===== src/clock_synth_frequency_programmer_core_defines.svh =====
// ----------------------------------------------------------------------------
// clock synth frequency programmer - assertion macros
// shared concurrent assertion forms for the programmer core
// ----------------------------------------------------------------------------
`ifndef CLOCK_SYNTH_FREQUENCY_PROGRAMMER_CORE_DEFINES_SVH
`define CLOCK_SYNTH_FREQUENCY_PROGRAMMER_CORE_DEFINES_SVH

// consequent must hold in the same cycle as the antecedent
`define CFSP_ASSERT_SAME(lbl, clk, rst_n, ante, cons, msg) \
    lbl: assert property (@(posedge clk) disable iff (!rst_n) (ante) |-> (cons)) \
        else $error(msg);

// consequent must hold in the cycle after the antecedent
`define CFSP_ASSERT_NEXT(lbl, clk, rst_n, ante, cons, msg) \
    lbl: assert property (@(posedge clk) disable iff (!rst_n) (ante) |=> (cons)) \
        else $error(msg);

`endif


===== src/cfsp_pkg.sv =====
// ----------------------------------------------------------------------------
// cfsp_pkg
// types, constants and byte packing shared by the frequency programmer
// ----------------------------------------------------------------------------
package cfsp_pkg;

    localparam logic [29:0] VCO_MAX_HZ     = 30'd900000000;
    localparam logic [19:0] FRAC_DENOM     = 20'd1048575;
    localparam logic [19:0] DIV_DENOM      = 20'd1;
    localparam logic [27:0] F_MIN_HZ       = 28'd500000;
    localparam logic [27:0] F_MAX_HZ       = 28'd225000000;
    localparam logic [7:0]  PLL_RESET_BYTE = 8'hA0;
    localparam logic [17:0] P1_OFFSET      = 18'd512;
    localparam int          QUEUE_DEPTH    = 2;
    localparam int          QPTR_W         = $clog2(QUEUE_DEPTH);
    localparam int          QCNT_W         = $clog2(QUEUE_DEPTH + 1);

    // step counts of the shared divider
    localparam logic [4:0]  STEPS_DIVIDER  = 5'd11;
    localparam logic [4:0]  STEPS_MULT     = 5'd30;
    localparam logic [4:0]  STEPS_NUM      = 5'd20;

    // write slots of one run
    localparam logic [4:0]  SLOT_PLL_LAST  = 5'd7;
    localparam logic [4:0]  SLOT_RESET     = 5'd16;
    localparam logic [4:0]  SLOT_CLK_CTL   = 5'd17;
    localparam logic [1:0]  CH_PLL_ONLY    = 2'd3;

    // register reset values
    localparam logic [25:0] RST_CRYSTAL_HZ   = 26'd25000000;
    localparam logic [7:0]  RST_PLL_BASE     = 8'd26;
    localparam logic [7:0]  RST_DIV_BASE     = 8'd42;
    localparam logic [7:0]  RST_PLL_RST_ADDR = 8'd177;
    localparam logic [7:0]  RST_CLK_CTL_BASE = 8'd16;
    localparam logic [7:0]  RST_CLK_CTL_VAL  = 8'd79;
    localparam logic [6:0]  RST_R_DIV_BITS   = 7'd0;

    localparam int APB_ADDR_W = 5;

    typedef enum logic [2:0] {
        REG_CRYSTAL_HZ   = 3'd0,
        REG_PLL_BASE     = 3'd1,
        REG_DIV_BASE     = 3'd2,
        REG_PLL_RST_ADDR = 3'd3,
        REG_CLK_CTL_BASE = 3'd4,
        REG_CLK_CTL_VAL  = 3'd5,
        REG_R_DIV_BITS   = 3'd6
    } t_reg_idx;

    typedef enum logic [3:0] {
        CS_IDLE,
        CS_DIV_DIVIDER,
        CS_MUL_PLL,
        CS_DIV_MULT,
        CS_PREP_NUM,
        CS_DIV_NUM,
        CS_FINISH,
        CS_DONE
    } t_calc_state;

    typedef struct packed {
        logic [25:0] crystal_hz;
        logic [7:0]  pll_base_address;
        logic [7:0]  divider_base_address;
        logic [7:0]  pll_reset_address;
        logic [7:0]  clock_control_base;
        logic [7:0]  clock_control_value;
        logic [6:0]  r_divider_bits;
    } t_cfg;

    typedef struct packed {
        logic [27:0] frequency_hz;
        logic [1:0]  output_channel;
        logic        range_error;
        logic        pll_only;
    } t_item;

    typedef struct packed {
        logic [17:0] pll_p1;
        logic [19:0] pll_p2;
        logic [17:0] div_p1;
        logic [1:0]  output_channel;
        logic        range_error;
        logic        pll_only;
    } t_plan;

    // one parameter byte of an eight byte block
    function automatic logic [7:0] pack_byte(input logic [2:0]  idx,
                                             input logic [17:0] p1,
                                             input logic [19:0] p2,
                                             input logic [19:0] p3,
                                             input logic [6:0]  extra2);
        logic [7:0] b;
        case (idx)
            3'd0:    b = p3[15:8];
            3'd1:    b = p3[7:0];
            3'd2:    b = {1'b0, extra2} | {6'd0, p1[17:16]};
            3'd3:    b = p1[15:8];
            3'd4:    b = p1[7:0];
            3'd5:    b = {p3[19:16], p2[19:16]};
            3'd6:    b = p2[15:8];
            default: b = p2[7:0];
        endcase
        return b;
    endfunction

endpackage


===== src/cfsp_if.sv =====
// ----------------------------------------------------------------------------
// cfsp channel interfaces
// valid/ready channels for request items and register write beats
// ----------------------------------------------------------------------------
interface cfsp_in_if;
    logic        valid;
    logic        ready;
    logic [27:0] frequency_hz;
    logic [1:0]  output_channel;

    modport source (output valid, output frequency_hz, output output_channel, input ready);
    modport sink   (input valid, input frequency_hz, input output_channel, output ready);
endinterface

interface cfsp_out_if;
    logic       valid;
    logic       ready;
    logic [7:0] wr_addr;
    logic [7:0] wr_data;
    logic       last_write;
    logic       range_error;

    modport source (output valid, output wr_addr, output wr_data,
                    output last_write, output range_error, input ready);
    modport sink   (input valid, input wr_addr, input wr_data,
                    input last_write, input range_error, output ready);
endinterface


===== src/cfsp_front.sv =====
// ----------------------------------------------------------------------------
// cfsp_front
// takes request beats, range checks them and tags pll-only requests
// ----------------------------------------------------------------------------
module cfsp_front (
    input  logic            i_clk,
    input  logic            i_rst_n,
    cfsp_in_if.sink         i_in_ch,
    output logic            o_valid,
    output cfsp_pkg::t_item o_item,
    input  logic            i_ready
);

    logic            r_valid;
    cfsp_pkg::t_item r_item;
    cfsp_pkg::t_item n_item;
    logic            w_take;

    assign i_in_ch.ready = !r_valid || i_ready;
    assign w_take        = i_in_ch.valid && i_in_ch.ready;

    always_comb begin
        n_item.frequency_hz   = i_in_ch.frequency_hz;
        n_item.output_channel = i_in_ch.output_channel;
        n_item.range_error    = (i_in_ch.frequency_hz < cfsp_pkg::F_MIN_HZ) ||
                                (i_in_ch.frequency_hz > cfsp_pkg::F_MAX_HZ);
        n_item.pll_only       = (i_in_ch.output_channel == cfsp_pkg::CH_PLL_ONLY);
    end

    always_ff @(posedge i_clk) begin
        if (!i_rst_n) begin
            r_valid <= 1'b0;
        end else if (w_take) begin
            r_valid <= 1'b1;
        end else if (i_ready) begin
            r_valid <= 1'b0;
        end
    end

    always_ff @(posedge i_clk) begin
        if (w_take) begin
            r_item <= n_item;
        end
    end

    assign o_valid = r_valid;
    assign o_item  = r_item;

endmodule


===== src/cfsp_queue.sv =====
// ----------------------------------------------------------------------------
// cfsp_queue
// short fifo of classified requests between front and calculator
// ----------------------------------------------------------------------------
module cfsp_queue (
    input  logic            i_clk,
    input  logic            i_rst_n,
    input  logic            i_valid,
    input  cfsp_pkg::t_item i_item,
    output logic            o_ready,
    output logic            o_valid,
    output cfsp_pkg::t_item o_item,
    input  logic            i_ready
);

    cfsp_pkg::t_item                  r_mem [cfsp_pkg::QUEUE_DEPTH];
    logic [cfsp_pkg::QPTR_W-1:0]      r_wr_ptr;
    logic [cfsp_pkg::QPTR_W-1:0]      r_rd_ptr;
    logic [cfsp_pkg::QCNT_W-1:0]      r_count;
    logic                             w_push;
    logic                             w_pop;

    assign o_ready = (r_count != cfsp_pkg::QCNT_W'(cfsp_pkg::QUEUE_DEPTH));
    assign o_valid = (r_count != '0);
    assign o_item  = r_mem[r_rd_ptr];
    assign w_push  = i_valid && o_ready;
    assign w_pop   = o_valid && i_ready;

    always_ff @(posedge i_clk) begin
        if (!i_rst_n) begin
            r_wr_ptr <= '0;
            r_rd_ptr <= '0;
            r_count  <= '0;
        end else begin
            if (w_push) begin
                r_wr_ptr <= (r_wr_ptr == cfsp_pkg::QPTR_W'(cfsp_pkg::QUEUE_DEPTH - 1)) ?
                            '0 : r_wr_ptr + 1'b1;
            end
            if (w_pop) begin
                r_rd_ptr <= (r_rd_ptr == cfsp_pkg::QPTR_W'(cfsp_pkg::QUEUE_DEPTH - 1)) ?
                            '0 : r_rd_ptr + 1'b1;
            end
            if (w_push && !w_pop) begin
                r_count <= r_count + 1'b1;
            end else if (w_pop && !w_push) begin
                r_count <= r_count - 1'b1;
            end
        end
    end

    always_ff @(posedge i_clk) begin
        if (w_push) begin
            r_mem[r_wr_ptr] <= i_item;
        end
    end

endmodule


===== src/cfsp_calc.sv =====
// ----------------------------------------------------------------------------
// cfsp_calc
// works out the pll and divider parameter words with one shared
// restoring divider that retires one quotient bit per cycle
// ----------------------------------------------------------------------------
module cfsp_calc (
    input  logic            i_clk,
    input  logic            i_rst_n,
    input  cfsp_pkg::t_cfg  i_cfg,
    input  logic            i_valid,
    input  cfsp_pkg::t_item i_item,
    output logic            o_ready,
    output logic            o_valid,
    output cfsp_pkg::t_plan o_plan,
    input  logic            i_ready
);

    cfsp_pkg::t_calc_state r_state;
    cfsp_pkg::t_calc_state n_state;

    cfsp_pkg::t_item r_item;
    cfsp_pkg::t_plan r_plan;
    logic [28:0]     r_rem;
    logic [45:0]     r_dvd;
    logic [19:0]     r_quo;
    logic [4:0]      r_cnt;
    logic [10:0]     r_divider;
    logic [7:0]      r_mult;
    logic [19:0]     r_num;

    logic [27:0]     w_divisor;
    logic [28:0]     w_trial;
    logic [29:0]     w_diff;
    logic            w_ge;
    logic [28:0]     n_rem;
    logic [19:0]     n_quo;
    logic            w_last_step;
    logic            w_take;
    logic [38:0]     w_prod;
    logic [45:0]     w_scaled;
    logic [20:0]     w_fp_low;
    logic            w_fp_up;
    logic [6:0]      w_fp;

    assign w_take      = i_valid && o_ready;
    assign w_last_step = (r_cnt == 5'd1);

    always_comb begin
        case (r_state)
            cfsp_pkg::CS_DIV_DIVIDER: w_divisor = r_item.frequency_hz;
            default:                  w_divisor = {2'd0, i_cfg.crystal_hz};
        endcase
    end

    // one restoring step
    assign w_trial = {r_rem[27:0], r_dvd[45]};
    assign w_diff  = {1'b0, w_trial} - {2'd0, w_divisor};
    assign w_ge    = !w_diff[29];
    assign n_rem   = w_ge ? w_diff[28:0] : w_trial;
    assign n_quo   = {r_quo[18:0], w_ge};

    assign w_prod   = r_divider * r_item.frequency_hz;
    // rem * (2^20 - 1)
    assign w_scaled = {r_rem[25:0], 20'd0} - {20'd0, r_rem[25:0]};

    // fp = 128*num / (2^20-1): estimate num >> 13, then at most one step up
    assign w_fp_low = {1'b0, r_num[12:0], 7'd0} + {14'd0, r_num[19:13]};
    assign w_fp_up  = (w_fp_low >= {1'b0, cfsp_pkg::FRAC_DENOM});
    assign w_fp     = r_num[19:13] + {6'd0, w_fp_up};

    always_comb begin
        n_state = r_state;
        o_ready = 1'b0;
        o_valid = 1'b0;
        case (r_state)
            cfsp_pkg::CS_IDLE: begin
                o_ready = 1'b1;
                if (i_valid) begin
                    n_state = i_item.range_error ? cfsp_pkg::CS_FINISH :
                                                   cfsp_pkg::CS_DIV_DIVIDER;
                end
            end
            cfsp_pkg::CS_DIV_DIVIDER: begin
                if (w_last_step) begin
                    n_state = cfsp_pkg::CS_MUL_PLL;
                end
            end
            cfsp_pkg::CS_MUL_PLL: begin
                n_state = (i_cfg.crystal_hz == '0) ? cfsp_pkg::CS_FINISH :
                                                     cfsp_pkg::CS_DIV_MULT;
            end
            cfsp_pkg::CS_DIV_MULT: begin
                if (w_last_step) begin
                    n_state = cfsp_pkg::CS_PREP_NUM;
                end
            end
            cfsp_pkg::CS_PREP_NUM: n_state = cfsp_pkg::CS_DIV_NUM;
            cfsp_pkg::CS_DIV_NUM: begin
                if (w_last_step) begin
                    n_state = cfsp_pkg::CS_FINISH;
                end
            end
            cfsp_pkg::CS_FINISH: n_state = cfsp_pkg::CS_DONE;
            cfsp_pkg::CS_DONE: begin
                o_valid = 1'b1;
                if (i_ready) begin
                    n_state = cfsp_pkg::CS_IDLE;
                end
            end
            default: n_state = cfsp_pkg::CS_IDLE;
        endcase
    end

    always_ff @(posedge i_clk) begin
        if (!i_rst_n) begin
            r_state <= cfsp_pkg::CS_IDLE;
        end else begin
            r_state <= n_state;
        end
    end

    always_ff @(posedge i_clk) begin
        case (r_state)
            cfsp_pkg::CS_IDLE: begin
                if (w_take) begin
                    r_item <= i_item;
                    // 900e6 >> 11 is below the smallest legal frequency
                    r_rem  <= {10'd0, cfsp_pkg::VCO_MAX_HZ[29:11]};
                    r_dvd  <= {cfsp_pkg::VCO_MAX_HZ[10:0], 35'd0};
                    r_cnt  <= cfsp_pkg::STEPS_DIVIDER;
                end
            end
            cfsp_pkg::CS_DIV_DIVIDER, cfsp_pkg::CS_DIV_MULT,
            cfsp_pkg::CS_DIV_NUM: begin
                r_rem <= n_rem;
                r_dvd <= {r_dvd[44:0], 1'b0};
                r_quo <= n_quo;
                r_cnt <= r_cnt - 1'b1;
                if (w_last_step && r_state == cfsp_pkg::CS_DIV_DIVIDER) begin
                    r_divider <= {n_quo[10:1], 1'b0};
                end
                if (w_last_step && r_state == cfsp_pkg::CS_DIV_MULT) begin
                    r_mult <= n_quo[7:0];
                end
                if (w_last_step && r_state == cfsp_pkg::CS_DIV_NUM) begin
                    r_num <= n_quo[19:0];
                end
            end
            cfsp_pkg::CS_MUL_PLL: begin
                r_mult <= '0;
                r_num  <= '0;
                r_rem  <= '0;
                r_dvd  <= {w_prod[29:0], 16'd0};
                r_cnt  <= cfsp_pkg::STEPS_MULT;
            end
            cfsp_pkg::CS_PREP_NUM: begin
                r_rem <= {3'd0, w_scaled[45:20]};
                r_dvd <= {w_scaled[19:0], 26'd0};
                r_cnt <= cfsp_pkg::STEPS_NUM;
            end
            cfsp_pkg::CS_FINISH: begin
                r_plan.pll_p1 <= {3'd0, r_mult, 7'd0} + {11'd0, w_fp} - cfsp_pkg::P1_OFFSET;
                // 128*num - (2^20-1)*fp, modulo 2^20
                r_plan.pll_p2 <= {r_num[12:0], 7'd0} + {13'd0, w_fp};
                r_plan.div_p1 <= {r_divider, 7'd0} - cfsp_pkg::P1_OFFSET;
                r_plan.output_channel <= r_item.output_channel;
                r_plan.range_error    <= r_item.range_error;
                r_plan.pll_only       <= r_item.pll_only;
            end
            default: begin
            end
        endcase
    end

    assign o_plan = r_plan;

endmodule


===== src/cfsp_emit.sv =====
// ----------------------------------------------------------------------------
// cfsp_emit
// sends the register writes of a finished plan, one beat a cycle when ready
// ----------------------------------------------------------------------------
`include "clock_synth_frequency_programmer_core_defines.svh"

module cfsp_emit (
    input  logic            i_clk,
    input  logic            i_rst_n,
    input  cfsp_pkg::t_cfg  i_cfg,
    input  logic            i_valid,
    input  cfsp_pkg::t_plan i_plan,
    output logic            o_ready,
    cfsp_out_if.source      o_out_ch
);

    logic            r_busy;
    cfsp_pkg::t_plan r_plan;
    logic [4:0]      r_cnt;
    logic            r_ovalid;
    logic [7:0]      r_addr;
    logic [7:0]      r_data;
    logic            r_last;
    logic            r_err;

    logic [7:0]      n_addr;
    logic [7:0]      n_data;
    logic            n_last;
    logic            n_err;
    logic            w_load;
    logic            w_take;

    assign o_ready = !r_busy;
    assign w_take  = i_valid && !r_busy;
    assign w_load  = r_busy && (!r_ovalid || o_out_ch.ready);

    always_comb begin
        n_err  = 1'b0;
        n_last = 1'b0;
        if (r_plan.range_error) begin
            n_addr = '0;
            n_data = '0;
            n_last = 1'b1;
            n_err  = 1'b1;
        end else begin
            case (r_cnt) inside
                [5'd0:5'd7]: begin
                    n_addr = i_cfg.pll_base_address + {5'd0, r_cnt[2:0]};
                    n_data = cfsp_pkg::pack_byte(r_cnt[2:0], r_plan.pll_p1, r_plan.pll_p2,
                                                 cfsp_pkg::FRAC_DENOM, 7'd0);
                    n_last = r_plan.pll_only && (r_cnt == cfsp_pkg::SLOT_PLL_LAST);
                end
                [5'd8:5'd15]: begin
                    n_addr = i_cfg.divider_base_address +
                             {3'd0, r_plan.output_channel, r_cnt[2:0]};
                    n_data = cfsp_pkg::pack_byte(r_cnt[2:0], r_plan.div_p1, 20'd0,
                                                 cfsp_pkg::DIV_DENOM, i_cfg.r_divider_bits);
                end
                cfsp_pkg::SLOT_RESET: begin
                    n_addr = i_cfg.pll_reset_address;
                    n_data = cfsp_pkg::PLL_RESET_BYTE;
                end
                default: begin
                    n_addr = i_cfg.clock_control_base + {6'd0, r_plan.output_channel};
                    n_data = i_cfg.clock_control_value;
                    n_last = 1'b1;
                end
            endcase
        end
    end

    always_ff @(posedge i_clk) begin
        if (!i_rst_n) begin
            r_busy   <= 1'b0;
            r_ovalid <= 1'b0;
            r_cnt    <= '0;
        end else begin
            if (w_take) begin
                r_busy <= 1'b1;
                r_cnt  <= '0;
            end else if (w_load) begin
                if (n_last) begin
                    r_busy <= 1'b0;
                end else begin
                    r_cnt <= r_cnt + 1'b1;
                end
            end
            if (w_load) begin
                r_ovalid <= 1'b1;
            end else if (o_out_ch.ready) begin
                r_ovalid <= 1'b0;
            end
        end
    end

    always_ff @(posedge i_clk) begin
        if (w_take) begin
            r_plan <= i_plan;
        end
        if (w_load) begin
            r_addr <= n_addr;
            r_data <= n_data;
            r_last <= n_last;
            r_err  <= n_err;
        end
    end

    assign o_out_ch.valid       = r_ovalid;
    assign o_out_ch.wr_addr     = r_addr;
    assign o_out_ch.wr_data     = r_data;
    assign o_out_ch.last_write  = r_last;
    assign o_out_ch.range_error = r_err;

    `CFSP_ASSERT_SAME(a_err_is_last, i_clk, i_rst_n, r_ovalid && r_err, r_last,
        "range error beat without last_write")
    `CFSP_ASSERT_SAME(a_slot_bound, i_clk, i_rst_n, r_busy, r_cnt <= cfsp_pkg::SLOT_CLK_CTL,
        "write slot past end of run")
    `CFSP_ASSERT_SAME(a_pll_only_bound, i_clk, i_rst_n, r_busy && r_plan.pll_only,
        r_cnt <= cfsp_pkg::SLOT_PLL_LAST, "pll-only run past its eighth write")
    `CFSP_ASSERT_NEXT(a_last_frees, i_clk, i_rst_n, w_load && n_last, !r_busy && r_ovalid,
        "emitter still busy after last write")

endmodule


===== src/clock_synth_frequency_programmer_core.sv =====
// ----------------------------------------------------------------------------
// clock_synth_frequency_programmer_core
// turns a target frequency and output channel into the register writes
// that program a fractional pll and an integer output divider
// ----------------------------------------------------------------------------
// channel    dir  modport  beat
// i_in_ch    in   sink     frequency_hz, output_channel
// o_out_ch   out  source   wr_addr, wr_data, last_write, range_error
// apb        in   slave    crystal, addresses, control byte, r divider bits
//
// a legal request holds the calculator for 11 + 30 + 20 steps of the shared
//   bit-per-cycle divider, two setup states, finish, hand-off and idle
// a zero crystal skips the last two divisions; out of range goes to finish
// the emitter then sends 18 beats (8 for pll only, 1 for out of range) from
//   its registered plan, while the calculator works on the next request
// synchronous active-low reset clears control state and loads register defaults
// either side may stall at any time; a 2-deep queue sits behind the front
// ----------------------------------------------------------------------------
module clock_synth_frequency_programmer_core (
    input  logic                            i_clk,
    input  logic                            i_rst_n,
    cfsp_in_if.sink                         i_in_ch,
    cfsp_out_if.source                      o_out_ch,
    input  logic                            psel,
    input  logic                            penable,
    input  logic                            pwrite,
    input  logic [cfsp_pkg::APB_ADDR_W-1:0] paddr,
    input  logic [31:0]                     pwdata,
    output logic [31:0]                     prdata,
    output logic                            pready
);

    cfsp_pkg::t_cfg  r_cfg;
    logic [2:0]      w_idx;
    logic            w_wr;

    logic            w_f_valid;
    cfsp_pkg::t_item w_f_item;
    logic            w_f_ready;
    logic            w_q_valid;
    cfsp_pkg::t_item w_q_item;
    logic            w_q_ready;
    logic            w_c_valid;
    cfsp_pkg::t_plan w_c_plan;
    logic            w_c_ready;

    assign pready = 1'b1;
    assign w_idx  = paddr[4:2];
    assign w_wr   = psel && penable && pwrite;

    always_ff @(posedge i_clk) begin
        if (!i_rst_n) begin
            r_cfg.crystal_hz           <= cfsp_pkg::RST_CRYSTAL_HZ;
            r_cfg.pll_base_address     <= cfsp_pkg::RST_PLL_BASE;
            r_cfg.divider_base_address <= cfsp_pkg::RST_DIV_BASE;
            r_cfg.pll_reset_address    <= cfsp_pkg::RST_PLL_RST_ADDR;
            r_cfg.clock_control_base   <= cfsp_pkg::RST_CLK_CTL_BASE;
            r_cfg.clock_control_value  <= cfsp_pkg::RST_CLK_CTL_VAL;
            r_cfg.r_divider_bits       <= cfsp_pkg::RST_R_DIV_BITS;
        end else if (w_wr) begin
            case (w_idx)
                cfsp_pkg::REG_CRYSTAL_HZ:   r_cfg.crystal_hz           <= pwdata[25:0];
                cfsp_pkg::REG_PLL_BASE:     r_cfg.pll_base_address     <= pwdata[7:0];
                cfsp_pkg::REG_DIV_BASE:     r_cfg.divider_base_address <= pwdata[7:0];
                cfsp_pkg::REG_PLL_RST_ADDR: r_cfg.pll_reset_address    <= pwdata[7:0];
                cfsp_pkg::REG_CLK_CTL_BASE: r_cfg.clock_control_base   <= pwdata[7:0];
                cfsp_pkg::REG_CLK_CTL_VAL:  r_cfg.clock_control_value  <= pwdata[7:0];
                cfsp_pkg::REG_R_DIV_BITS:   r_cfg.r_divider_bits       <= pwdata[6:0];
                default: begin
                end
            endcase
        end
    end

    always_comb begin
        case (w_idx)
            cfsp_pkg::REG_CRYSTAL_HZ:   prdata = {6'd0, r_cfg.crystal_hz};
            cfsp_pkg::REG_PLL_BASE:     prdata = {24'd0, r_cfg.pll_base_address};
            cfsp_pkg::REG_DIV_BASE:     prdata = {24'd0, r_cfg.divider_base_address};
            cfsp_pkg::REG_PLL_RST_ADDR: prdata = {24'd0, r_cfg.pll_reset_address};
            cfsp_pkg::REG_CLK_CTL_BASE: prdata = {24'd0, r_cfg.clock_control_base};
            cfsp_pkg::REG_CLK_CTL_VAL:  prdata = {24'd0, r_cfg.clock_control_value};
            cfsp_pkg::REG_R_DIV_BITS:   prdata = {25'd0, r_cfg.r_divider_bits};
            default:                    prdata = '0;
        endcase
    end

    cfsp_front u_front (
        .i_clk   (i_clk),
        .i_rst_n (i_rst_n),
        .i_in_ch (i_in_ch),
        .o_valid (w_f_valid),
        .o_item  (w_f_item),
        .i_ready (w_f_ready)
    );

    cfsp_queue u_queue (
        .i_clk   (i_clk),
        .i_rst_n (i_rst_n),
        .i_valid (w_f_valid),
        .i_item  (w_f_item),
        .o_ready (w_f_ready),
        .o_valid (w_q_valid),
        .o_item  (w_q_item),
        .i_ready (w_q_ready)
    );

    cfsp_calc u_calc (
        .i_clk   (i_clk),
        .i_rst_n (i_rst_n),
        .i_cfg   (r_cfg),
        .i_valid (w_q_valid),
        .i_item  (w_q_item),
        .o_ready (w_q_ready),
        .o_valid (w_c_valid),
        .o_plan  (w_c_plan),
        .i_ready (w_c_ready)
    );

    cfsp_emit u_emit (
        .i_clk    (i_clk),
        .i_rst_n  (i_rst_n),
        .i_cfg    (r_cfg),
        .i_valid  (w_c_valid),
        .i_plan   (w_c_plan),
        .o_ready  (w_c_ready),
        .o_out_ch (o_out_ch)
    );

endmodule

===== src/flat_wrapper.sv =====
// flat-port wrapper written by rule: the top's interface ports become plain ports
module clock_synth_frequency_programmer_core_flat 
  (i_clk, i_rst_n, psel, penable, pwrite, paddr, pwdata, prdata, pready, i_in_ch_valid, i_in_ch_frequency_hz, i_in_ch_output_channel, i_in_ch_ready, o_out_ch_valid, o_out_ch_wr_addr, o_out_ch_wr_data, o_out_ch_last_write, o_out_ch_range_error, o_out_ch_ready);
  cfsp_in_if i_in_ch_i ();
  cfsp_out_if o_out_ch_i ();
  input  logic i_clk;
  input  logic i_rst_n;
  input  logic psel;
  input  logic penable;
  input  logic pwrite;
  input  logic [cfsp_pkg::APB_ADDR_W-1:0] paddr;
  input  logic [31:0] pwdata;
  output logic [31:0] prdata;
  output logic pready;
  input wire logic [$bits(i_in_ch_i.valid)-1:0] i_in_ch_valid;
  input wire logic [$bits(i_in_ch_i.frequency_hz)-1:0] i_in_ch_frequency_hz;
  input wire logic [$bits(i_in_ch_i.output_channel)-1:0] i_in_ch_output_channel;
  output wire logic [$bits(i_in_ch_i.ready)-1:0] i_in_ch_ready;
  output wire logic [$bits(o_out_ch_i.valid)-1:0] o_out_ch_valid;
  output wire logic [$bits(o_out_ch_i.wr_addr)-1:0] o_out_ch_wr_addr;
  output wire logic [$bits(o_out_ch_i.wr_data)-1:0] o_out_ch_wr_data;
  output wire logic [$bits(o_out_ch_i.last_write)-1:0] o_out_ch_last_write;
  output wire logic [$bits(o_out_ch_i.range_error)-1:0] o_out_ch_range_error;
  input wire logic [$bits(o_out_ch_i.ready)-1:0] o_out_ch_ready;
  assign i_in_ch_i.valid = i_in_ch_valid;
  assign i_in_ch_i.frequency_hz = i_in_ch_frequency_hz;
  assign i_in_ch_i.output_channel = i_in_ch_output_channel;
  assign i_in_ch_ready = i_in_ch_i.ready;
  assign o_out_ch_valid = o_out_ch_i.valid;
  assign o_out_ch_wr_addr = o_out_ch_i.wr_addr;
  assign o_out_ch_wr_data = o_out_ch_i.wr_data;
  assign o_out_ch_last_write = o_out_ch_i.last_write;
  assign o_out_ch_range_error = o_out_ch_i.range_error;
  assign o_out_ch_i.ready = o_out_ch_ready;
  clock_synth_frequency_programmer_core u_core (.i_clk(i_clk), .i_rst_n(i_rst_n), .i_in_ch(i_in_ch_i), .o_out_ch(o_out_ch_i), .psel(psel), .penable(penable), .pwrite(pwrite), .paddr(paddr), .pwdata(pwdata), .prdata(prdata), .pready(pready));
endmodule

===== config.mk =====
export PLATFORM = sky130hd
export DESIGN_NAME = clock_synth_frequency_programmer_core_flat
export DESIGN_NICKNAME = d
export VERILOG_FILES = /design/src/cfsp_pkg.sv /design/src/cfsp_if.sv /design/src/cfsp_front.sv /design/src/cfsp_queue.sv /design/src/cfsp_calc.sv /design/src/cfsp_emit.sv /design/src/clock_synth_frequency_programmer_core.sv /design/src/flat_wrapper.sv
export VERILOG_INCLUDE_DIRS = /design/src /design/src/src
export SDC_FILE = /design/constraint.sdc
export NUM_CORES = 1
export LEC_CHECK = 0
export ABC_AREA = 0
export BUFFER_PORTS_ARGS = -buffer_cell sky130_fd_sc_hd__buf_2
export CORE_UTILIZATION = 30
export DETAILED_ROUTE_END_ITERATION = 7
export PLACE_DENSITY = 0.44
export REMOVE_ABC_BUFFERS = 1
export SETUP_SLACK_MARGIN = 0.05
export SYNTH_ARGS = -nofsm -noshare
export SYNTH_HDL_FRONTEND = slang
export SYNTH_SLANG_ARGS = --single-unit

===== constraint.sdc =====
create_clock -name i_clk -period 9.69 [get_ports i_clk]
set_input_delay 1.938 -clock i_clk [delete_from_list [all_inputs] [get_ports i_clk]]
set_output_delay 1.938 -clock i_clk [all_outputs]
set_load 0.005 [all_outputs]

==> results of run 1 <==
==> logic make-up (layout without fill, tap and decap cells) <==
| group | after synthesis | in the layout | share of synthesized area (%) |
|---|---|---|---|
| other cells | 2 | 8 | 0.02697 |
| fa+ha+maj | 279 | 279 | 17.34 |
| simple gates | 792 | 792 | 13.88 |
| compound gates | 413 | 413 | 9.860 |
| xor+xnor | 140 | 140 | 4.404 |
| flops | 442 | 442 | 44.47 |
| buf+inv | 365 | 466 | 5.262 |
| mux | 124 | 124 | 4.759 |
==> cell usage after synthesis (55+ instances only) <==
cell / n / area [sq um]
a21oi_1: 112 / 560.5
and2_1: 171 / 1070
clkbuf_1: 101 / 379.1
dfxtp_1: 89 / 1782
edfxtp_1: 353 / 10600
fa_1: 178 / 3563
ha_1: 101 / 1264
inv_1: 223 / 837.1
mux2i_1: 84 / 840.8
nand2_1: 294 / 1104
nor2_1: 139 / 521.8
o21ai_0: 55 / 275.3
xnor2_1: 92 / 805.8
==> per-layer routing <==
metal | vias to the layer above | GRT usage, % | routed length, um
li1 | 9009 | - | -
met1 | 9516 | 21.87 | 34510
met2 | 458 | 27.24 | 36120
met3 | 117 | 1.840 | 2823
met4 | 0 | 5.198 | 2222
met5 | - | 0 | 0
==> stage by stage <==
step | hold WS, ns | worst slack, ns | cells | utilization, % | instance area, sq um
final | 0.4187 | 2.812 | 3907 | 34.29 | 31480
after global routing | 0.4249 | 2.358 | 3906 | 34.29 | 31480
after CTS | 0.4200 | 2.783 | 3906 | 34.29 | 31480
after detailed placement | 0.4054 | 2.843 | 3809 | 32.31 | 29660
after global placement | 0.4033 | 2.897 | 3809 | 32.31 | 29660
after floorplan | 0.4003 | 3.555 | 2424 | - | 27250
==> how the worst max path moves through the flow <==
stage,slack (ns),endpoint,cells after the start
6_report,2.81,u_core.u_calc.r_dvd[44],20
5_1_grt,2.36,u_core.u_calc.r_dvd[45],20
4_1_cts,2.78,u_core.u_calc.r_dvd[44],20
3_5_place_dp,2.84,u_core.u_calc.r_dvd[45],20
3_3_place_gp,2.90,u_core.u_calc.r_dvd[45],19
2_1_floorplan,3.55,u_core.u_calc.r_dvd[44],22
==> state kept, by name, summed over array words and instances (netlist names), 2 cells and up, named ones only <==
name	count
u_core.r_cfg	73
u_core.u_queue.r_mem	64
u_core.u_calc.o_plan	44
u_core.u_emit.r_plan	44
u_core.u_calc.r_item	32
u_core.u_front.o_item	32
u_core.u_calc.r_dvd	29
u_core.u_calc.r_rem	28
u_core.u_calc.r_num	20
u_core.u_calc.r_quo	19
u_core.u_calc.r_divider	10
u_core.u_calc.r_mult	8
u_core.u_emit.o_out_ch.wr_addr	8
u_core.u_emit.o_out_ch.wr_data	8
u_core.u_calc.r_cnt	5
u_core.u_emit.r_cnt	5
u_core.u_calc.r_state	3
u_core.u_queue.r_count	2
==> worst max-delay path, stage by stage, from the launching register on <==
cell and delay (ns):
edfxtp_1 0.98, nand2_1 0.19, fa_1 0.56, fa_1 0.55
inv_1 0.06, fa_1 0.52, fa_1 0.56, inv_1 0.06
fa_1 0.52, inv_1 0.05, ha_1 0.37, nand3_1 0.14
nor2_1 0.06, a31oi_2 0.24, a21oi_2 0.11, a221o_2 0.42
a41o_1 0.29, a211o_1 0.33, a31oi_1 0.23, nor4b_1 0.09
a211o_1 0.25
==> final cells by class <==
type                       count  area share, %
clock buffer                  64          4.341
tap                         1243          4.941
multi-input combinational   1755          44.73
clock inverter                33          1.435
sequential                   442          39.34
antenna                        1       0.007950
inverter                     227          2.707
timing repair buffer         142          2.504
==> results_dict.tcl, run 1 <==
set metrics [dict create \
    outcome "complete, no violations" \
    gp_congestion 0.8554 \
    ant_nets 0 \
    crit_type "reg2reg" \
    mostFrequentLayoutCell "edfxtp_1" \
    wirelength_mm 75.68 \
    period_minus_slack_ns 6.878 \
    synth.distinct_cells 89 \
    drc_errors 0 \
    worstRegToRegCells 20 \
    grt_usage_pct 16.25 \
    clock_sinks 442 \
    relSlewSlack_pct 25.15 \
    portBuffers 111 \
    drive_above_1_share_pct 11.34 \
    cts_root_buf "clkbuf_16" \
    synth_flop_cell "edfxtp_1" \
    synth_seq_cells 442 \
    crit_fanout 21 \
    final_cell_mix "353 x edfxtp_1, 294 x nand2_1, 223 x inv_1" \
    wl_per_cell_um 19.37 \
    hold_viol_final 0 \
    initialDrtViolationCount 1154 \
    fillCellCount 9226 \
    final.setup_skew_ns 0.03390 \
    fin_tns_setup_ns 0 \
    hold_end "u_core.u_emit.r_plan[15]" \
    fin_crit_sh_pct 70.98 \
    cts_resized 0 \
    worstHoldStart "u_core.u_calc.o_plan[15]" \
    seq_area_frac_synth_pct 44.47 \
    die_area_sq_mm 0.09403 \
    r2r_setup_slack_ns 2.81 \
    area_growth_pct 13.06 \
    row_count 111 \
    clk_pin_slew_ns 0.06 \
    multi_input_area_sq_mm 0.01408 \
    htreeDepth 2 \
    cts_made_buffers 52 \
    ys_async_sr_fraction_pct 0 \
    worstSetupStartpointType "flop" \
    grt_setup_unrepaired "false" \
    endpoint_kind "flop" \
    core_sq_mm 0.09180 \
    yosys_warnings 0 \
    startpoint "u_core.u_calc.r_divider[10]" \
    vias 19100 \
    r2r-end "u_core.u_calc.r_dvd[44]" \
    setup_viol 0 \
    synth-edff-count 353 \
    via_per_inst 4.889 \
    grt_pass1_vias 19920 \
    slew_violations 0 \
    min_path_cells 0 \
    cap_violations 0 \
    clockBufferDepth 3 \
    crit_arrival_ns 7.22 \
    syn_inst 2557 \
    antenna_found_initial 0 \
    worstSkewPairLatency_ns 0.62 \
    io_pins 127 \
    r2r_start "u_core.u_calc.r_divider[10]" \
    dr.pass1.iters 5 \
    fin_nets 2973 \
    dieWidth_um 306.6 \
    dpl.hpwl_mm 55.48 \
    tritoncts "yes" \
    cts_setup_buffers 0 \
    grt-ovfl-total 0 \
    tightest_slew_ns 1.123 \
    register_area_sq_mm 0.01238 \
    synth_area_per_cell_sq_um 10.89 \
    worst-endpoint-required_ns 10.03 \
    start_util_pct 30.33 \
    hold_buffers 0 \
    timing.fmax_mhz 145.4 \
    die_h_um 306.6 \
    synthesis.area_sq_mm 0.02784 \
    grt_pass1_wl_mm 118.6 \
    min_path_type "reg2reg" \
    grt_max_degree 63 \
]
Power of run 1 is left out: the tool's default activity adds up to more than one toggle a clock period on the data nets, which glitch-free logic cannot reach.
==> run 2, diff against run 1 <==
--- a/config.mk
+++ b/config.mk
@@ -6,7 +6,7 @@
 export SDC_FILE = /design/constraint.sdc
 export NUM_CORES = 1
 export LEC_CHECK = 0
-export ABC_AREA = 0
+export ABC_AREA = 1
 export BUFFER_PORTS_ARGS = -buffer_cell sky130_fd_sc_hd__buf_2
 export CORE_UTILIZATION = 30
 export DETAILED_ROUTE_END_ITERATION = 7
==> constraint.sdc (replaced) <==
create_clock -name i_clk -period 7.1 [get_ports i_clk]
set_input_delay 1.42 -clock i_clk [delete_from_list [all_inputs] [get_ports i_clk]]
set_output_delay 1.42 -clock i_clk [all_outputs]
set_load 0.005 [all_outputs]
==> results_dict.tcl, run 2 <==
set metrics [dict create \
    outcome "complete, no violations" \
    relSlewSlack_pct 23.99 \
    mostFrequentLayoutCell "nand2_1" \
    syn_inst 3543 \
    area_growth_pct 12.22 \
    synth_flop_cell "edfxtp_1" \
    grt-ovfl-total 0 \
    ys_top_cells_by_area "edfxtp_1 36%, nand2_1 12%, fa_1 12%, inv_1 7.6%, dfxtp_1 6.0%" \
    synth_seq_cells 442 \
    hold_viol_final 0 \
    hold_end "u_core.u_emit.r_plan[43]" \
    fillCellCount 10340 \
    wl_per_cell_um 18.64 \
    cts_resized 0 \
    final.setup_skew_ns 0.03464 \
    yosys.area.top_type_share_pct 35.64 \
    finalNonFillerCells 4957 \
    clockBufferDepth 3 \
    yosys.area.top_type "edfxtp_1" \
    htreeDepth 2 \
    ant_nets 0 \
    core_sq_mm 0.09828 \
    vias 23600 \
    largest_reg_flops 73 \
    slew_violations 0 \
    worstRegToRegCells 20 \
    crit_fanout 18 \
    synth-adder-area-share_pct 16.23 \
    muxShareOfSynthArea_pct 0.06730 \
    portBuffers 111 \
    yosysMostFrequentCell "nand2_1" \
    start_util_pct 30.27 \
    worstSetupStartpointType "flop" \
    grt_max_degree 66 \
    drive_above_1_share_pct 8.149 \
    worstSkewPairLatency_ns 0.62 \
    worst_slack_ns 1.153 \
    place_ws_ns 1.132 \
    initialDrtViolationCount 1662 \
    synthSimpleGateAreaFrac_pct 21.74 \
    min_path_cells 0 \
    grt_pass1_vias 22740 \
    final_cell_mix "955 x nand2_1, 605 x inv_1, 353 x edfxtp_1" \
    r2r-end "u_core.u_calc.r_dvd[45]" \
    synth-edff-count 353 \
    die_h_um 316.9 \
    period_minus_slack_ns 5.947 \
    antenna_found_initial 5 \
    synth_top_family_by_area "simple AND/OR/NAND/NOR gates" \
    synth-compound-area-share_pct 9.220 \
    r2r_start "u_core.u_calc.r_divider[9]" \
    synth.distinct_cells 59 \
    crit_arrival_ns 6.29 \
    reg_top3 "u_core.r_cfg (73), u_core.u_queue.r_mem (64)" \
    ys_async_sr_fraction_pct 0 \
    cts_root_buf "clkbuf_16" \
    io_pins 127 \
    dr.pass1.iters 6 \
    tightest_slew_ns 1.140 \
    worst-endpoint-required_ns 7.45 \
    fin_crit_sh_pct 83.76 \
    fin_nets 3980 \
    yosys_warnings 0 \
    row_count 115 \
    synth_area_per_cell_sq_um 8.396 \
    cap_violations 0 \
    dieWidth_um 316.9 \
    hold_buffers 0 \
    r2r_setup_slack_ns 1.15 \
    dpl.hpwl_mm 70.50 \
    worstHoldStart "u_core.u_calc.o_plan[43]" \
    wirelength_mm 92.40 \
    min_path_type "reg2reg" \
    via_per_inst 4.761 \
    grt_pass1_wl_mm 140.0 \
    crit_type "reg2reg" \
    seq_area_frac_synth_pct 41.63 \
    synthTopCellsByCount "955 x nand2_1, 606 x inv_1, 353 x edfxtp_1" \
    timing.fmax_mhz 168.2 \
    dp_cells 4862 \
    cts_setup_buffers 0 \
    gp_congestion 0.9057 \
    cts_made_buffers 50 \
    top_register "u_core.r_cfg" \
    tritoncts "yes" \
    drc_errors 0 \
    fin_tns_setup_ns 0 \
    synthesis.area_sq_mm 0.02975 \
    synth_xor_area_share_pct 1.354 \
    clock_sinks 442 \
    grt_usage_pct 18.39 \
    clk_pin_slew_ns 0.06 \
    setup_viol 0 \
    endpoint_kind "flop" \
    grt_setup_unrepaired "false" \
    die_area_sq_mm 0.1004 \
]
-- run 2: layout make-up --
cell class | instances | area [sq um] | share of cell area [%]
Tap cell | 1287 | 1610 | 4.824
Clock buffer | 66 | 1354 | 4.055
Clock inverter | 28 | 325.3 | 0.9745
Antenna cell | 1 | 2.502 | 0.007496
Multi-Input combinational cell | 2357 | 14520 | 43.49
Sequential cell | 442 | 12380 | 37.09
Timing Repair Buffer | 147 | 825.8 | 2.474
Inverter | 629 | 2364 | 7.080
-- run 2: how the worst max path moves through the flow --
stage,end,start,slack [ns]
finish,u_core.u_calc.r_dvd[45],u_core.u_calc.r_divider[9],1.15
global route,u_core.u_calc.r_dvd[45],u_core.u_calc.r_divider[9],0.78
CTS,u_core.u_calc.r_dvd[45],u_core.u_calc.r_divider[9],1.14
detailed placement,u_core.u_calc.r_dvd[45],u_core.u_calc.r_divider[9],1.13
global placement,u_core.u_calc.r_dvd[45],u_core.u_calc.r_divider[9],1.11
floorplan,u_core.u_calc.r_dvd[37],u_core.u_calc.r_divider[4],1.94
-- run 2: cells by family (layout without fill, tap and decap cells) --
logic type,after synthesis,in the layout
AOI/OAI and AO/OA,495,495
and+or+nand+nor,1528,1528
adders and majority gates,279,279
other,2,8
muxes,2,2
DFF,442,442
xor gates and xnor gates,46,46
buffers and inverters,749,870
-- run 2: routing by layer --
layer  vias up  wire (um)  global-route usage [%]
li1      11570          -                       -
met1     11360      44980                   26.68
met5         -          0                       0
met3        99       4065                   1.989
met4         0       2223                   4.764
met2       578      41120                   29.05
-- run 2: critical path: stages (launching register included) --
cell	delay (ns)
edfxtp_1	1.03
buf_4	0.30
nand2_1	0.07
inv_1	0.11
fa_1	0.46
fa_1	0.54
fa_1	0.54
fa_1	0.55
inv_1	0.05
fa_1	0.52
inv_1	0.05
ha_1	0.37
a21oi_1	0.22
a21boi_0	0.32
nor2_1	0.07
nor2_1	0.09
nand3_1	0.10
inv_1	0.06
nand2_1	0.05
nand3_1	0.12
nand2_1	0.06
-- run 2: per-stage QoR --
stage          hold WS, ns  cell area [sq um]  util (%)
3_3_place_gp        0.4023              31700     32.26
4_1_cts             0.4124              33380     33.97
6_report            0.4044              33380     33.97
3_5_place_dp        0.4045              31700     32.26
2_1_floorplan       0.4003              29230         -
5_1_grt             0.4229              33380     33.97
Power of run 2 is left out for the same reason.
==> run 3, diff against run 2 <==
--- a/config.mk
+++ b/config.mk
@@ -6,7 +6,7 @@
 export SDC_FILE = /design/constraint.sdc
 export NUM_CORES = 1
 export LEC_CHECK = 0
-export ABC_AREA = 1
+export ABC_AREA = 0
 export BUFFER_PORTS_ARGS = -buffer_cell sky130_fd_sc_hd__buf_2
 export CORE_UTILIZATION = 30
 export DETAILED_ROUTE_END_ITERATION = 7
==> constraint.sdc (replaced) <==
create_clock -name i_clk -period 6.15 [get_ports i_clk]
set_input_delay 1.23 -clock i_clk [delete_from_list [all_inputs] [get_ports i_clk]]
set_output_delay 1.23 -clock i_clk [all_outputs]
set_load 0.005 [all_outputs]
==> results_dict.tcl, run 3 (synthesis gave the netlist of run 1 again) <==
set metrics [dict create \
    antenna_found_initial 1 \
    grt_setup_unrepaired "false" \
    reg_top3 "u_core.r_cfg (73), u_core.u_queue.r_mem (64)" \
    io_pins 127 \
    period_minus_slack_ns 5.947 \
    mostFrequentLayoutCell "edfxtp_1" \
    tightest_slew_ns 1.177 \
    final.setup_skew_ns 0.05617 \
    grt_max_degree 47 \
    portBuffers 111 \
    dpl.hpwl_mm 57.31 \
    outcome "complete, no violations" \
    clk_pin_slew_ns 0.06 \
    crit_fanout 11 \
    cts_root_buf "clkbuf_16" \
    grt-ovfl-total 0 \
    clockBufferDepth 3 \
    setup_viol 0 \
    grt_pass1_wl_mm 119.1 \
    area_growth_pct 17.45 \
    row_count 111 \
    fin_nets 3088 \
    worst-endpoint-required_ns 6.49 \
    cap_violations 0 \
    dr.pass1.iters 7 \
    die_area_sq_mm 0.09403 \
    initialDrtViolationCount 1349 \
    gp_congestion 0.8686 \
    largest_reg_flops 73 \
    ant_nets 0 \
    finalNonFillerCells 4019 \
    dieWidth_um 306.6 \
    worstSkewPairLatency_ns 0.64 \
    final_cell_mix "353 x edfxtp_1, 292 x nand2_1, 209 x inv_1" \
    via_per_inst 4.847 \
    vias 19480 \
    endpoint_kind "flop" \
    diodes 0 \
    tritoncts "yes" \
    die_h_um 306.6 \
    min_path_type "reg2reg" \
    crit_type "reg2reg" \
    fin_crit_sh_pct 96.70 \
    core_sq_mm 0.09180 \
    slew_violations 0 \
    grt_usage_pct 16.27 \
    drc_errors 0 \
    clock_sinks 442 \
    relSlewSlack_pct 20.49 \
    finish.utilization_pct 35.62 \
    timing.fmax_mhz 168.1 \
    cts_made_buffers 52 \
    start_util_pct 30.33 \
    worstSetupStartpointType "flop" \
    htreeDepth 2 \
    dp_cells 3888 \
    crit_arrival_ns 6.29 \
    wl_per_cell_um 19.28 \
    hold_viol_final 0 \
    grt_pass1_vias 20340 \
    wirelength_mm 77.48 \
    drive_above_1_share_pct 17.07 \
    top_register "u_core.r_cfg" \
]
[run 3: cell count changes in the layout (fill, tap and decap cells not counted), sizes merged, moves of 105 or more]
cell | previous run | this run
and2 | 0 | 173
buf | 147 | 253
inv | 628 | 227
nand2 | 965 | 294
nand3 | 191 | 41
nor2 | 245 | 140
o21ai | 218 | 69
[run 3: routing by layer]
layer	wire length (um)	global-route usage, %	vias up
met5	0	0	-
met4	2054	5.012	0
met3	2888	1.826	87
met2	37920	27.94	436
met1	34620	21.42	9737
li1	-	-	9221
[run 3: area by class of cell]
| cell class | count | area [sq um] |
|---|---|---|
| Clock buffer | 66 | 1364 |
| Inverter | 227 | 852.1 |
| Clock inverter | 29 | 229.0 |
| Timing Repair Buffer | 257 | 1882 |
| Multi-Input combinational cell | 1755 | 14440 |
| Sequential cell | 442 | 12380 |
| Fill cell | 9202 | 59100 |
| Tap cell | 1243 | 1555 |
[run 3: worst max-delay path, cell delays in order (launching register included)]
cell	delay (ns)
edfxtp_1	0.41
buf_6	0.16
buf_4	0.13
buf_6	0.14
and2_1	0.15
fa_1	0.56
fa_1	0.46
fa_1	0.48
fa_1	0.52
inv_1	0.05
fa_1	0.53
inv_1	0.07
ha_4	0.26
and3_2	0.24
a221o_1	0.35
a41o_1	0.25
a211o_1	0.32
a31oi_4	0.22
nor4b_2	0.07
a211o_1	0.28
[run 3: worst paths after layout]
path	start	slack, ns	depth (start not counted)	end
max	u_core.u_calc.r_divider[8]	0.20	19	u_core.u_calc.r_dvd[44]
min	u_core.u_calc.o_plan[17]	0.42	0	u_core.u_emit.r_plan[17]
max reg2reg	u_core.u_calc.r_divider[8]	0.20	19	u_core.u_calc.r_dvd[44]
min reg2reg	u_core.u_calc.o_plan[17]	0.42	0	u_core.u_emit.r_plan[17]
[run 3: timing repair]
action	in CTS	in global routing
pin swaps	9	101
hold buffers	0	0
setup buffers	8	23
cloned	0	5
resized for setup	3	86
endpoints found under the setup margin	7	8
hold endpoints to repair	0	0
[run 3: metrics by stage]
step                worst slack [ns]  area [sq um]  hold slack (ns)  TNS, ns
detailed placement           -0.1776         30330           0.4045  -0.4261
global placement             -0.1277         30330           0.4011  -0.3109
CTS                         0.009796         32010           0.4164        0
floorplan                    0.01495         27250           0.4003        0
finish                        0.2027         32700           0.4172        0
global route                 0.01960         32700           0.4240        0
Power of run 3 is left out for the same reason.
